[src/hw/rtl/dmc_pkg.sv]
// Package: geometry, types and operation codes of the direct-mapped cache.
`timescale 1ns / 1ps

package dmc_pkg;

  localparam int LINES          = 16;
  localparam int WORDS_PER_LINE = 4;
  localparam int TAG_BITS       = 4;
  localparam int DATA_W         = 32;
  localparam int ADDR_W         = 10;
  localparam int COUNT_W        = 32;

  localparam int WORD_BITS = $clog2(WORDS_PER_LINE);
  localparam int LINE_BITS = $clog2(LINES);
  localparam int SLOT_BITS = WORD_BITS + LINE_BITS;
  localparam int SLOTS     = LINES * WORDS_PER_LINE;

  typedef logic [WORD_BITS-1:0] word_sel_t;
  typedef logic [LINE_BITS-1:0] line_sel_t;
  typedef logic [TAG_BITS-1:0]  tag_t;
  typedef logic [SLOT_BITS-1:0] slot_t;
  typedef logic [DATA_W-1:0]    data_t;
  typedef logic [COUNT_W-1:0]   count_t;

  // Operation codes carried on func
  typedef enum logic {
    FUNC_STORE = 1'b0,
    FUNC_LOAD  = 1'b1
  } func_t;

endpackage

[src/hw/rtl/direct_mapped_cache_lines_top.sv]
// Top level: direct-mapped word cache with line metadata and hit counter.
`timescale 1ns / 1ps

// Direct-mapped word cache, 16 lines of 4 words of 32 bits. Address bits
// 1:0 pick the word, 5:2 the line and 9:6 the tag. Each request transaction
// is a store (func 0) or a load (func 1, data_in is the backing word used
// for a fill) and yields exactly one response transaction with the cached
// word after the access, the hit flag and the running hit total. The word
// memory is read at the edge that accepts a request, and the request then
// does the read-modify-write in the access stage, held while a stalled
// response fills the response register, before it lands there. The word
// memory's single read port and single write port set the rate: a new
// request is taken in the same cycle the previous one writes back, so the
// block sustains one request per cycle while responses are taken, with
// write data forwarded when the incoming request reads the word being
// written. Line tags, valid, dirty and last-word flags sit in flip-flops;
// the word memory carries one written bit per word, so no clearing pass is
// needed after reset.
module direct_mapped_cache_lines_top (
  input  logic                       clk,
  input  logic                       rst,
  input  logic                       req_valid,
  output logic                       req_stall,
  input  logic [0:0]                 func,
  input  logic [dmc_pkg::ADDR_W-1:0] address,
  input  logic [dmc_pkg::DATA_W-1:0] data_in,
  output logic                       rsp_valid,
  input  logic                       rsp_stall,
  output logic [dmc_pkg::DATA_W-1:0] read_data,
  output logic                       hit,
  output logic [dmc_pkg::COUNT_W-1:0] hit_count
);

  // Word memory and its written bits
  dmc_pkg::data_t mem [dmc_pkg::SLOTS];
  logic [dmc_pkg::SLOTS-1:0] written;

  // Line metadata
  logic [dmc_pkg::LINES-1:0] line_valid;
  logic [dmc_pkg::LINES-1:0] line_dirty;
  dmc_pkg::tag_t      line_tag  [dmc_pkg::LINES];
  dmc_pkg::word_sel_t last_word [dmc_pkg::LINES];
  dmc_pkg::count_t    hits;

  // Access stage registers
  logic               s1_valid;
  logic               s1_load;
  dmc_pkg::tag_t      s1_tag;
  dmc_pkg::line_sel_t s1_line;
  dmc_pkg::word_sel_t s1_word;
  dmc_pkg::data_t     s1_data;
  dmc_pkg::data_t     s1_rdata;

  // Request fields
  dmc_pkg::word_sel_t req_word;
  dmc_pkg::line_sel_t req_line;
  dmc_pkg::tag_t      req_tag;
  dmc_pkg::slot_t     req_slot;

  logic               req_acc;
  logic               s1_done;
  logic               s1_hit;
  logic               s1_keep;
  logic               wr_en;
  dmc_pkg::slot_t     wr_slot;
  dmc_pkg::data_t     cur_word;
  dmc_pkg::data_t     rsp_data_next;
  dmc_pkg::count_t    hits_next;
  logic               dirty_next;

  // Split the address
  assign req_word = address[dmc_pkg::WORD_BITS-1:0];
  assign req_line = address[dmc_pkg::SLOT_BITS-1:dmc_pkg::WORD_BITS];
  assign req_tag  = address[dmc_pkg::SLOT_BITS+dmc_pkg::TAG_BITS-1:dmc_pkg::SLOT_BITS];
  assign req_slot = {req_line, req_word};

  // Advance the access stage when the response register is free
  assign s1_done   = s1_valid && (!rsp_valid || !rsp_stall);
  assign req_stall = s1_valid && !s1_done;
  assign req_acc   = req_valid && !req_stall;

  // Look up the line and decide the update
  always_comb begin
    s1_hit   = line_valid[s1_line] && (line_tag[s1_line] == s1_tag);
    cur_word = written[{s1_line, s1_word}] ? s1_rdata : '0;
    s1_keep  = s1_load && s1_hit && (last_word[s1_line] == s1_word);
    wr_en    = s1_done && !s1_keep;
    wr_slot  = {s1_line, s1_word};
    rsp_data_next = s1_keep ? cur_word : s1_data;
    hits_next = hits + dmc_pkg::COUNT_W'(s1_hit);
    dirty_next = line_dirty[s1_line];
    if (s1_keep) begin
      dirty_next = 1'b0;
    end else if (!s1_load && line_valid[s1_line]) begin
      dirty_next = 1'b1;
    end
  end

  // Word memory: write back, registered read with forwarding
  always_ff @(posedge clk) begin
    if (wr_en) begin
      mem[wr_slot] <= s1_data;
    end
    if (req_acc) begin
      if (wr_en && (wr_slot == req_slot)) begin
        s1_rdata <= s1_data;
      end else begin
        s1_rdata <= mem[req_slot];
      end
    end
  end

  // Access stage payload
  always_ff @(posedge clk) begin
    if (req_acc) begin
      s1_load <= (func == dmc_pkg::FUNC_LOAD);
      s1_tag  <= req_tag;
      s1_line <= req_line;
      s1_word <= req_word;
      s1_data <= data_in;
    end
  end

  // Control state and line metadata
  always_ff @(posedge clk) begin
    if (rst) begin
      s1_valid   <= 1'b0;
      rsp_valid  <= 1'b0;
      written    <= '0;
      line_valid <= '0;
      line_dirty <= '0;
      hits       <= '0;
      for (int i = 0; i < dmc_pkg::LINES; i++) begin
        line_tag[i]  <= '0;
        last_word[i] <= '0;
      end
    end else begin
      if (req_acc) begin
        s1_valid <= 1'b1;
      end else if (s1_done) begin
        s1_valid <= 1'b0;
      end

      if (s1_done) begin
        rsp_valid <= 1'b1;
      end else if (!rsp_stall) begin
        rsp_valid <= 1'b0;
      end

      if (wr_en) begin
        written[wr_slot]     <= 1'b1;
        line_valid[s1_line]  <= 1'b1;
        line_tag[s1_line]    <= s1_tag;
      end
      if (s1_done) begin
        line_dirty[s1_line] <= dirty_next;
        last_word[s1_line]  <= s1_word;
        hits                <= hits_next;
      end
    end
  end

  // Response register
  always_ff @(posedge clk) begin
    if (s1_done) begin
      read_data <= rsp_data_next;
      hit       <= s1_hit;
      hit_count <= hits_next;
    end
  end

endmodule

[config.mk]
export PLATFORM = sky130hd
export DESIGN_NAME = direct_mapped_cache_lines_top
export DESIGN_NICKNAME = d
export VERILOG_FILES = /design/src/hw/rtl/dmc_pkg.sv /design/src/hw/rtl/direct_mapped_cache_lines_top.sv
export SDC_FILE = /design/constraint.sdc
export NUM_CORES = 2
export LEC_CHECK = 0
export BUFFER_PORTS_ARGS = -buffer_cell sky130_fd_sc_hd__buf_4
export CELL_PAD_IN_SITES_DETAIL_PLACEMENT = 0
export CELL_PAD_IN_SITES_GLOBAL_PLACEMENT = 1
export CORE_UTILIZATION = 30
export DETAILED_ROUTE_END_ITERATION = 10
export PLACE_DENSITY_LB_ADDON = 0.1
export SETUP_SLACK_MARGIN = 0.05
export SLEW_MARGIN = 20
export SYNTH_ARGS = -nofsm -noshare
export SYNTH_HDL_FRONTEND = slang
export SYNTH_SLANG_ARGS = --single-unit
[constraint.sdc]
create_clock -name clk -period 6.41 [get_ports clk]
set_input_delay 0 -clock clk [delete_from_list [all_inputs] [get_ports clk]]
set_output_delay 0 -clock clk [all_outputs]
set_load 0.02 [all_outputs]
==> results.cfg <==
[clock_network]
cts_tree = built
cts_buffers = 282
clock-root-buffer = sky130_fd_sc_hd__clkbuf_16
clock_sink_count = 2402
htreeDepth = 5
path_clk_slew_ns = 0.06
worstSkewPairLatency_ns = 0.89
clock_tree.buffer_depth = 4

[die]
design.core.area_mm2 = 0.3063
boundaryPins = 114
initial_utilization = 0.3019
floorplan.die.height_um = 557.2
chipWidth_um = 557.2
row_count = 203
dieArea_mm2 = 0.3105

[yosys]
synth.net_count = 4179
synth.avg_cell_area_um2 = 22.39
synth.cells.most_frequent = sky130_fd_sc_hd__edfxtp_1 (2284), sky130_fd_sc_hd__mux4_2 (696), sky130_fd_sc_hd__nor2_1 (199), sky130_fd_sc_hd__clkbuf_1 (139), sky130_fd_sc_hd__nand2_1 (124)
synth_flop_cell = sky130_fd_sc_hd__edfxtp_1
yosysTopAreaCell = sky130_fd_sc_hd__edfxtp_1
synth.lib_cells_used.distinct = 53
fraction_of_synthesis_flops_using_an_asynchronous_set_or_reset_pin = 0
synth.area.top_cells = sky130_fd_sc_hd__edfxtp_1 (74%), sky130_fd_sc_hd__mux4_2 (17%), sky130_fd_sc_hd__dfxtp_1 (2.6%)
synth.yosys.warnings = 0
syn-instance-count = 4130
syn_area_mm2 = 0.09247
part_of_the_yosys_area_used_for_sequential_elements = 0.7673
yosys.cell_count.top_type = sky130_fd_sc_hd__edfxtp_1
post-synth-top-area-fraction = 0.7417
ys_seq_elements = 2402
synth_enable_flop_cells = 2284

[detailed_routing]
route.detailed.drc = 0
initialDrtViolationCount = 3553
antenna_left = 0
num_vias = 43960
wirelength_mm = 275.9
drt-vias-per-instance = 4.957
post_drt_wl_per_cell_um = 31.12
drt_pass1_iterations = 5

[worst_setup_path]
worstPathBufferInverterCount = 1
path_cells = buf_4 -> mux2_2 -> o22ai_1 -> a221oi_1 -> mux2i_1 -> nor4b_2 -> nor2b_1 -> ha_1 -> nand4_1 -> or3_1 -> nor2_1 -> nand3_1 -> nor3_1 -> nand2_1 -> xnor2_1
worst-r2r-setup-slack_ns = 0.79
critical_path.reg2reg.endpoint = hit_count[27]$_DFFE_PP_
r2r.worst_path.cells = 15
cp.required_ns = 7.02
endpoint = hit_count[27]$_DFFE_PP_
startpoint_type = flop
timing_worst_setup_path_type = reg2reg
slowest_delay_ns = 0.83
critical_path_maximum_fanout = 16
worstSetupPathDepth = 15
crit_family = simple AND/OR/NAND/NOR gates
cp_data_arrival_time_ns = 6.23
crit_slowest_cell = sky130_fd_sc_hd__dfxtp_1
timing.critical_path.to_type = flop

[timing]
rsz0062_at_grt = false
tightestPinTransition_ns = 1.031
finalCritPeriodShare = 0.8764
report.final.setup_viol = 0
slew_headroom = 0.3127
setup_tns_ns = 0
max_clock_freq_mhz = 178.0
report.final.slew_viol_count = 0
time_the_final_worst_path_needs_with_i_o_delays_and_setup_ns = 5.618
fin_worst_skew_ns = 0.04849
number_of_hold_violations_in_the_final_report = 0

[pwr]
power.share.clock = 0.448
power-per-cell-area_mw_per_mm2 = 317.9
power.share.sequential = 0.500
power.net_switching_w = 0.007576
ir_drop_v = 0.0001862
leakagePower_nw = 34.10
cellInternalPower_w = 0.02715
switching_share = 0.2182
comb_power_share = 0.052

[global_route]
groute.usage.overall = 0.1775
grt_start_max_net_pins = 87
grt_antenna_before_repair = 48
gr-total-overflow = 0
first_global_vias = 46180
grt_pass1_wl_mm = 382.0

[cells_and_area]
final-instance-count-excl-fill = 8868
proportion_of_layout_cells_with_a_drive_suffix_above_1 = 0.3125
fill_cells = 28240
final_net_count = 4601
syn_to_final_growth_pct = 18.13

[placement]
gpl.final_weighted_congestion = 0.7362
placed_cells = 8283
detailed_place_hpwl_mm = 156.7
portBuffers = 113

[min_path]
worstHoldPathType = in2reg

[job]
max_cap_violations = 0

[status]
status = finished, final reports clean
## worst min-delay path by stage
stage | end | slack (ns) | depth (start not counted) | startpoint
6_report | s1_word[0]$_DFFE_PP_ | 0.07 | 2 | address[0]
5_1_grt | s1_word[1]$_DFFE_PP_ | 0.06 | 2 | address[1]
4_1_cts | s1_word[1]$_DFFE_PP_ | 0.02 | 2 | address[1]
3_5_place_dp | s1_data[1]$_DFFE_PP_ | 0.18 | 1 | data_in[1]
3_3_place_gp | s1_data[29]$_DFFE_PP_ | 0.18 | 1 | data_in[29]
2_1_floorplan | s1_data[0]$_DFFE_PP_ | 0.1 | 0 | data_in[0]
## flip-flops by register name, summed over array words and instances, names as in the netlist, named ones only
name,count
written,64
mem,2048
s1_rdata,32
rsp_valid,1
s1_data,32
s1_valid,1
s1_word,2
read_data,32
line_valid,16
line_tag,64
last_word,32
hit_count,32
s1_load,1
hits,32
hit,1
s1_tag,4
s1_line,4
## power by group through the flow
stage	clock (W)	sequential, W	combinational [W]
CTS	0.0160	0.0174	0.00184
finish	0.0156	0.0174	0.00179
global route	0.0166	0.0174	0.00191
floorplan	0	0.0178	0.000905
detailed placement	0	0.0177	0.00179
global placement	0	0.0177	0.00179
## repair_timing
item,4_1_cts,5_1_grt
resized for setup,0,0
hold buffers,85,0
setup buffers,0,0
endpoints found under the hold margin,123,0
## worst register-to-register path, stage by stage (launching register included)
cell                       delay, ns
sky130_fd_sc_hd__dfxtp_1        0.83
sky130_fd_sc_hd__buf_4          0.38
sky130_fd_sc_hd__mux2_2         0.38
sky130_fd_sc_hd__o22ai_1        0.17
sky130_fd_sc_hd__a221oi_1       0.10
sky130_fd_sc_hd__mux2i_1        0.17
sky130_fd_sc_hd__nor4b_2        0.39
sky130_fd_sc_hd__nor2b_1        0.56
sky130_fd_sc_hd__ha_1           0.32
sky130_fd_sc_hd__nand4_1        0.14
sky130_fd_sc_hd__or3_1          0.49
sky130_fd_sc_hd__nor2_1         0.30
sky130_fd_sc_hd__nand3_1        0.26
sky130_fd_sc_hd__nor3_1         0.58
sky130_fd_sc_hd__nand2_1        0.14
sky130_fd_sc_hd__xnor2_1        0.15
## cell usage in the layout (no fill, tap or decap), drive strengths merged, types with 5 or more instances in the layout
| master | count |
|---|---|
| o22ai | 5 |
| nand2 | 124 |
| nor2 | 199 |
| nand4 | 6 |
| xor2 | 34 |
| or3 | 12 |
| xnor2 | 24 |
| mux4 | 696 |
| o2bb2ai | 62 |
| mux2i | 26 |
| clkbuf | 351 |
| mux2 | 45 |
| and2 | 5 |
| a21oi | 24 |
| edfxtp | 2284 |
| a221oi | 7 |
| dfxtp | 118 |
| nand3 | 47 |
| a31oi | 5 |
| nand3b | 6 |
| clkinv | 105 |
| nor3 | 10 |
| diode | 9 |
| a22oi | 5 |
| inv | 38 |
| a22o | 34 |
| nor2b | 14 |
| o21ai | 32 |
| dlygate4sd3 | 85 |
| buf | 286 |
| nand2b | 10 |
| and3 | 17 |
| bufinv | 20 |
## per-stage QoR
stage                     hold WS [ns]  utilization  total power (W)  worst slack, ns  cell area [µm²]
after floorplan                0.09887            -          0.01870            1.191            92470
after global placement          0.1780       0.3249          0.01949           0.5886            99530
after detailed placement        0.1796       0.3249          0.01950           0.5776            99540
after CTS                      0.02226       0.3565          0.03524           0.6161           109200
after global routing           0.06190       0.3565          0.03585           0.2855           109200
final                          0.07142       0.3566          0.03473           0.7920           109200
## kinds of logic (layout without fill, tap and decap cells)
family,after synthesis,in the layout,share of synthesized area
simple gates,458,458,0.02188
xor+xnor,58,58,0.005494
buf+inv,259,888,0.01122
compound gates,184,184,0.01484
mux,767,767,0.1790
flops,2402,2402,0.7673
fa+ha+maj,2,2,0.0002706
other cells,0,9,0
## layout make-up
| type | instances | area [µm²] | share of cell area |
|---|---|---|---|
| repair buffers | 371 | 3253 | 0.02978 |
| inverters | 26 | 105.1 | 0.0009622 |
| diodes | 9 | 22.52 | 0.0002062 |
| clock inverters | 140 | 1286 | 0.01178 |
| flip-flops and latches | 2402 | 70950 | 0.6495 |
| well taps | 4100 | 5130 | 0.04696 |
| multi-input cells | 1469 | 20950 | 0.1918 |
| clock buffers | 351 | 7535 | 0.06898 |
## metal layers
metal / track usage / routed length [µm]
met1: 0.2401 / 120000
met2: 0.2965 / 135900
met3: 0.03220 / 14550
met4: 0.04025 / 5449
met5: 0 / 41
Note: power is estimated with default switching activity, not from simulation.
